$ cat src/rtl/core/cvc_mod_unit.sv
`default_nettype none

// restoring remainder, one dividend bit per cycle
module cvc_mod_unit #(
  parameter int PW = 10,
  parameter int LW = 11
) (
  input  wire logic          clk,
  input  wire logic          rst,
  input  wire logic          start,
  input  wire logic [PW-1:0] dividend,
  input  wire logic [LW-1:0] divisor,
  output logic               done,
  output logic      [PW-1:0] remainder
);

  localparam int CW = $clog2(PW + 1);

  logic          busy;
  logic [CW-1:0] cnt;
  logic [PW-1:0] num;
  logic [PW:0]   trial;
  logic [PW:0]   div_ext;

  assign div_ext = (PW+1)'(divisor);
  assign trial   = {remainder, num[PW-1]};

  always_ff @(posedge clk) begin
    if (rst) begin
      busy <= 1'b0;
      done <= 1'b0;
    end else begin
      done <= 1'b0;
      if (start) begin
        busy      <= 1'b1;
        cnt       <= CW'(PW);
        num       <= dividend;
        remainder <= '0;
      end else if (busy) begin
        if (trial >= div_ext) begin
          remainder <= PW'(trial - div_ext);
        end else begin
          remainder <= trial[PW-1:0];
        end
        num <= num << 1;
        cnt <= cnt - CW'(1);
        if (cnt == CW'(1)) begin
          busy <= 1'b0;
          done <= 1'b1;
        end
      end
    end
  end

endmodule

`default_nettype wire

$ cat config.mk
export PLATFORM = sky130hd
export DESIGN_NAME = cvc_mod_unit
export DESIGN_NICKNAME = d
export VERILOG_FILES = /design/src/rtl/core/cvc_mod_unit.sv
export SDC_FILE = /design/constraint.sdc
export NUM_CORES = 1
export LEC_CHECK = 0
export BUFFER_PORTS_ARGS = -buffer_cell sky130_fd_sc_hd__buf_4
export CAP_MARGIN = 5
export CELL_PAD_IN_SITES_DETAIL_PLACEMENT = 0
export CELL_PAD_IN_SITES_GLOBAL_PLACEMENT = 1
export CORE_MARGIN = 2
export CORE_UTILIZATION = 25
export CTS_BUF_LIST = sky130_fd_sc_hd__clkbuf_8
export DETAILED_ROUTE_END_ITERATION = 6
export PLACE_DENSITY_LB_ADDON = 0.25
export RECOVER_POWER = 100
export SLEW_MARGIN = 5
export SYNTH_ARGS = -nofsm -noshare
export SYNTH_HDL_FRONTEND = slang
export SYNTH_SLANG_ARGS = --single-unit
$ cat constraint.sdc
create_clock -name clk -period 3.7 [get_ports clk]
set_input_delay 0.37 -clock clk [delete_from_list [all_inputs] [get_ports clk]]
set_output_delay 0.37 -clock clk [all_outputs]
set_load 0.02 [all_outputs]
======== Word-level counts from Yosys, hierarchy flattened ========
Index checks and enable logic that the tools add are counted.
storage, ports and cells
  bits in registers ....................... 26
  input port bits ......................... 24
  output and inout port bits .............. 11
  word-level logic and storage cells ...... 23
operators by class
  add/subtract/negate cells ............... 2
  order comparisons ....................... 1
  eq/ne operators ......................... 1
  mux-type cells .......................... 9
  bitwise logic cells ..................... 2
  reduce and logical (&&, ||, !) cells .... 3
operators by type and width
  kind                 number
  $mux 10              4
  $ge 11x11->1         1
  $sub 10x10->10       1
  $eq 4x1->1 const B   1
  $mux 1               4
  $mux 4               1
  $sub 4x1->4 const B  1
  $reduce_or 3->1      1
  $not 1->1            2
  $reduce_and 2->1     1
  $reduce_bool 2->1    1

======== Depth between registers and ports, before layout ========
Gate-level depths: netlist of the first run.
  depth in word-level cells ............... 4
  depth in mapped cells ................... 9
  gate-level depth less buffers ........... 9

======== Worst setup path after synthesis of the first run ========
Ideal clock, no wire load.
  kind .................................... register -> register
  from .................................... register remainder[3]
  to ...................................... register remainder[7] (data pin)
  data arrival time ....................... 2129 ps
  path slack .............................. 1391 ps
  stages on the path, launching flop included .. 7
  buffers on the path ..................... 0
  clock period less this slack ............ 2309 ps
  cells stage by stage .................... edfxtp_1 ha_1 nand4_1 or4_4 and2_4 a2111o_1 o311ai_1
between the ends
  longest elaborated chain between the ends .. 3
  elaborated cells between the ends (all ways) .. 4
ends and longest elaborated chain
  element                                                RTL line  text
  from (decl)                                            14        output logic [PW-1:0] remainder
  from (signal assigned)                                 41        remainder <= PW'(trial - div_ext);
  from (signal assigned)                                 43        remainder <= trial[PW-1:0];
  $sub 10x10->10 / $ge 11x11->1 (equally long branches)  41, 40
  $mux 10 (*)                                            40        if (trial >= div_ext) begin
  $mux 10 (*)                                            39        end else if (busy) begin
Mark *: on every way between the ends. The rest lies on a longest branch, timed or not. The select of a mux whose other input is x is not followed.
A chain may end at the register's enable or synchronous reset.

======== Worst setup path in the final report of the first run ========
  from .................................... register remainder[5]
  to ...................................... register remainder[7] (data pin)
The elaborated chain is that of the path after synthesis.

==> results.yml, run 1 <==
power_and_ir_drop:
  p_switching_mw: 0.239
  p_leak_nw: 0.849
  irDropWorstVdd_uv: 170
  pwr-share-comb_pct: 27.1
  swShare_pct: 28.9
  p_seq_share_pct: 44.1
  p_per_area_nw_per_um2: 387
  clkPwrFrac_pct: 28.9
  p_int_mw: 0.588
floorplanning:
  num_rows: 30
  start_util_pct: 26.0
  die_area_um2: 7810
  core_area_um2: 6830
  io_pins: 35
  fp.dieH_um: 88.4
  die_width_um: 88.4
clock_network:
  clkTransAtPathRegs_ns: 0.09
  htree_levels: 1
  insertion_delay_ns: 0.27
  postCtsSetupBuffers: 0
  cts.repair.resized: 0
  cts_made_buffers: 3
  cts_root_buffer: "clkbuf_8"
  clock-sinks: 26
  ctsLongestPathBuffers: 2
  cts_tree: "yes"
  holdBufCountCts: 0
synth:
  ys_top_cells_by_count: "24 x edfxtp_1, 15 x inv_1, 13 x a21oi_1, 13 x ha_1, 12 x nor2_1"
  yosysMostFrequentCell: "edfxtp_1"
  synth_seq_area_share_pct: 42.8
  synth_area_leader_cell: "edfxtp_1"
  synth_edf_count: 24
  synth_fp_nets: 211
  synth_area_leaders: "edfxtp_1 41%, ha_1 9.1%, mux2_2 5.7%, a21oi_1 3.7%, inv_1 3.2%"
  yosys.cell_types.count: 46
  postSynthCellCount: 173
  synth_top_area_share_pct: 40.5
  synthFlopType: "edfxtp_1"
  syn_area_per_cell_um2: 10.3
  async_flop_share_pct: 0
  yosys_warnings: 0
  syn_area_um2: 1780
  synth_seq_cells: 26
timing:
  setup_ws_ns: 0.966
  grt_setup_unrepaired: "no"
  worst_pin_slew_ns: 1.35
  skew_ns: 0.00932
  fmax_ghz: 0.366
  final_max_slew_viol_count: 0
  relSlewSlack_pct: 10.1
  min_period_ns: 2.73
  setup_viol: 0
  period_share_pct: 73.9
  tns_ns: 0
  hold_violations: 0
setup_path:
  crit_arrival_ns: 2.82
  worstPathMaxFanout: 11
  startpoint_type: "register"
  crit_required_ns: 3.78
  critPathKind: "register to register"
  reg2reg_setup_slack_ns: 0.97
  end_kind: "register"
global_routing:
  grt_max_degree: 26
  grt_pass1_wl_mm: 6.76
  grt_pass1_vias: 1344
  antenna_found_initial: 0
  grt_usage_pct: 11.0
  overflow: 0
final_layout:
  multiInputGateArea_um2: 916
  final-seq-area_um2: 761
  diodes: 0
  nets: 245
  layout-drive-gt1-share_pct: 19.4
  syn_to_final_growth_pct: 20.2
  fill_cells: 756
min_path:
  hp-class: "input pin to register"
outcome:
  status: "completed"
placement:
  portBuffers: 34
  post-place-ws_ns: 1.19
  hpwl_mm: 3.11
  gp_congestion: 0.742
detailed_routing:
  ant_nets: 0
  dr.pass1.iters: 4
  via_count: 1395
  remaining_drc_errors: 0
  routed_via_density: 4.62
  wl_mm: 4.14
  drt-wirelength-per-cell_um: 13.7
  drtIter0Drc: 76
flow_run:
  drv_cap: 0
[registers in the layout, summed over array words and instances, names as in the netlist]
register / count
busy: 1
done: 1
num: 10
remainder: 10
cnt: 4
[power groups by stage]
| stage | sequential, mW | clock, mW | combinational [mW] |
|---|---|---|---|
| global route | 0.367 | 0.257 | 0.253 |
| floorplan | 0.378 | 0 | 0.160 |
| global placement | 0.371 | 0 | 0.239 |
| finish | 0.364 | 0.239 | 0.224 |
| detailed placement | 0.372 | 0 | 0.238 |
| CTS | 0.365 | 0.243 | 0.239 |
[path summary, 6_finish.rpt]
check                from            to  cells after the start
max reg2reg  remainder[5]  remainder[7]                      6
min reg2reg          busy          done                      1
max          remainder[5]  remainder[7]                      6
min                   rst          done                      2
[cells by family after synthesis]
| kind of cell | after synthesis | synth area share [%] |
|---|---|---|
| buffers and inverters | 21 | 5.48 |
| DFF | 26 | 42.8 |
| muxes | 11 | 6.82 |
| adders and majority gates | 14 | 10.3 |
| and+or+nand+nor | 55 | 16.1 |
| AOI/OAI and AO/OA | 42 | 16.6 |
| xor gates and xnor gates | 4 | 1.97 |
[metal layers]
| metal | up-vias | track usage [%] | wire (µm) |
|---|---|---|---|
| li1 | 712 | - | - |
| met1 | 649 | 16.0 | 2100 |
| met2 | 30 | 17.1 | 1820 |
| met3 | 4 | 2.71 | 186 |
| met4 | 0 | 1.38 | 34 |
| met5 | - | 0 | 0 |
[placed cells by master (no fill, tap or decap), types with 4 or more instances in the layout]
master / count
o21ai_0: 8
mux2_2: 9
clkbuf_1: 13
o211ai_1: 4
nand3_1: 10
ha_1: 13
edfxtp_1: 24
buf_4: 22
nor3_1: 4
nand2_1: 11
inv_1: 15
a21oi_1: 13
nand4_1: 5
nor2_1: 11
[worst max-delay path: stages, from the launching register on]
cell      delay, ns
edfxtp_1       0.46
ha_1           0.51
nand4_1        0.17
or4_4          0.54
and2_0         0.33
a2111o_1       0.46
o311ai_1       0.08
[through the flow]
step	instance area, µm²	hold WS (ns)	total power [mW]	utilization, %	std cells
final	2140	0.274	0.827	31.3	302
after global routing	2140	0.262	0.876	31.3	302
after CTS	2190	0.269	0.848	32.1	302
after detailed placement	2120	0.471	0.609	31.1	298
after global placement	2120	0.465	0.611	31.1	298
after floorplan	1780	0.446	0.538	-	173
[layout make-up]
type / instances / area share (%)
Clock inverter: 1 / 1.40
Multi-Input combinational cell: 126 / 42.8
Inverter: 15 / 2.63
Tap cell: 96 / 5.62
Clock buffer: 3 / 1.93
Timing Repair Buffer: 35 / 10.0
Sequential cell: 26 / 35.6
Power figures use the tool's default switching activity.
==> run 2: changes to the inputs <==
ABC_AREA = 1   (was default)
clock period = 2.82 ns   (was 3.7 ns; I/O delays follow)
==> results.yml, run 2 <==
clock_network:
  cts_made_buffers: 3
  postCtsSetupBuffers: 0
  holdBufCountCts: 0
  htree_levels: 1
  clkTransAtPathRegs_ns: 0.10
  ctsLongestPathBuffers: 2
  clock-sinks: 26
  cts_root_buffer: "clkbuf_8"
  insertion_delay_ns: 0.27
  cts_tree: "yes"
  cts.repair.resized: 0
detailed_routing:
  drt-wirelength-per-cell_um: 10.7
  dr.pass1.iters: 4
  wl_mm: 3.96
  routed_via_density: 3.87
  remaining_drc_errors: 0
  drtIter0Drc: 41
  ant_nets: 0
  via_count: 1437
power_and_ir_drop:
  p_per_area_nw_per_um2: 498
  p_seq_share_pct: 43.3
  p_total_mw: 1.10
  swShare_pct: 30.4
  clkPwrFrac_pct: 28.3
  p_int_mw: 0.767
  p_leak_nw: 1.12
  pwr-share-comb_pct: 28.4
  p_switching_mw: 0.334
  irDropWorstVdd_uv: 267
placement:
  post-place-ws_ns: 0.791
  gp_congestion: 0.783
  portBuffers: 34
  placed_cells: 367
  hpwl_mm: 3.16
synth:
  yosysMostFrequentCell: "nand2_1"
  synth_seq_cells: 26
  synth_area_leader_cell: "edfxtp_1"
  synth_area_leaders: "edfxtp_1 40%, nand2_1 18%, ha_1 8.9%, inv_1 7.8%, nor2_1 6.0%"
  synth_edf_count: 24
  ys_top_cells_by_count: "85 x nand2_1, 38 x inv_1, 29 x nor2_1"
  yosys.cell_types.count: 25
  yosys_warnings: 0
  synth_top_area_share_pct: 39.5
  syn_area_per_cell_um2: 7.69
  synth_seq_area_share_pct: 41.7
  async_flop_share_pct: 0
  synth_fp_nets: 275
  syn_area_um2: 1820
  postSynthCellCount: 237
  synthFlopType: "edfxtp_1"
min_path:
  hp-class: "input pin to register"
setup_path:
  startpoint_type: "input pin"
  crit_required_ns: 2.78
  worstPathMaxFanout: 21
  end_kind: "register"
  max_stage_delay_ns: 0.56
  critPathKind: "input pin to register"
  crit_arrival_ns: 2.22
  cp_slowest_cell: "a21oi_2"
  crit_path_cell_trace: "clkbuf_1 -> inv_1 -> a21oi_2 -> clkbuf_2"
  crit_family: "buffers and inverters"
  path_buf_inv: 3
global_routing:
  grt_pass1_vias: 1435
  grt_max_degree: 22
  grt_usage_pct: 10.7
  grt_pass1_wl_mm: 6.57
  antenna_found_initial: 0
  overflow: 0
outcome:
  status: "completed"
timing:
  tns_ns: 0
  period_share_pct: 80.2
  final_max_slew_viol_count: 0
  hold_violations: 0
  relSlewSlack_pct: 56.1
  worst_pin_slew_ns: 0.658
  setup_viol: 0
  skew_ns: 0.00846
  fmax_ghz: 0.442
  setup_ws_ns: 0.559
  min_period_ns: 2.26
  grt_setup_unrepaired: "no"
final_layout:
  final_common_cell: "nand2_1"
  diodes: 0
  fin_util_pct: 31.0
  instances_no_fill: 371
  syn_to_final_growth_pct: 21.3
  top_regs: "num: 10 flops, remainder: 10 flops, cnt: 4 flops"
  layout-drive-gt1-share_pct: 15.4
  nets: 311
  final_cell_mix: "86 x nand2_1, 38 x inv_1, 29 x nor2_1, 24 x edfxtp_1, 23 x buf_4"
floorplanning:
  die_area_um2: 7990
  die_width_um: 89.4
  fp.dieH_um: 89.4
  num_rows: 31
  start_util_pct: 25.5
  io_pins: 35
  core_area_um2: 7140
flow_run:
  drv_cap: 0
-- run 2: changes by cell type after synthesis, moves of 4 or more --
cell / change
a21oi_1: -8
inv_1: +23
mux2_2: -9
nand2_1: +74
nand2_2: +4
nand2_4: +4
nand4_1: -4
nor2_1: +17
nor3_1: -4
o211ai_1: -4
o21ai_1: -5
-- run 2: per-layer routing --
layer	track usage [%]	part of all wire (%)	vias to the layer above
met2	18.7	48	19
met3	0.831	2.4	2
met4	3.26	0.68	0
li1	-	-	805
met5	0	0	-
met1	14.1	49	611
-- run 2: final timing paths --
kind	from	endpoint	slack [ns]	cells past startpoint
worst max-delay path	start	num[4]	0.56	4
worst min-delay path	rst	done	0.18	2
worst max register to register	remainder[5]	remainder[6]	0.57	10
worst min register to register	busy	done	0.47	2
-- run 2: logic make-up after synthesis --
kind of cell / after synthesis / share of synthesized area [%]
AO/OA/AOI/OAI: 9 / 3.43
XOR/XNOR: 4 / 1.92
adder cells (fa/ha/maj): 14 / 10.0
buffers and inverters: 45 / 9.68
flip-flops: 26 / 41.7
AND/OR/NAND/NOR: 139 / 33.2
-- run 2: power by group through the flow --
stage,clock (mW),sequential (mW),combinational (mW)
global route,0.336,0.481,0.362
global placement,0,0.486,0.333
detailed placement,0,0.487,0.331
floorplan,0,0.497,0.221
finish,0.312,0.476,0.313
CTS,0.321,0.478,0.333
-- run 2: per-stage QoR --
step	hold slack, ns	cell area (µm²)
6_report	0.181	2210
5_1_grt	0.173	2210
4_1_cts	0.172	2270
3_5_place_dp	0.460	2190
3_3_place_gp	0.454	2190
2_1_floorplan	0.359	1820
-- run 2: cell type report --
class | instances | area, µm²
Timing Repair Buffer | 36 | 223
Tap cell | 99 | 124
Clock buffer | 3 | 41.3
Inverter | 40 | 150
Fill cell | 830 | 4930
Multi-Input combinational cell | 166 | 882
Sequential cell | 26 | 761
Clock inverter | 1 | 30.0
-- run 2: worst register-to-register path: stages (launching register included) --
cell and delay, ns:
edfxtp_1 0.45, ha_1 0.41, nand2_2 0.12, nor2_2 0.13, nand3_1 0.09, nand2_1 0.11, nor2_4 0.05, nand2_1 0.33
inv_1 0.15, nor2_1 0.11, nor2_1 0.06
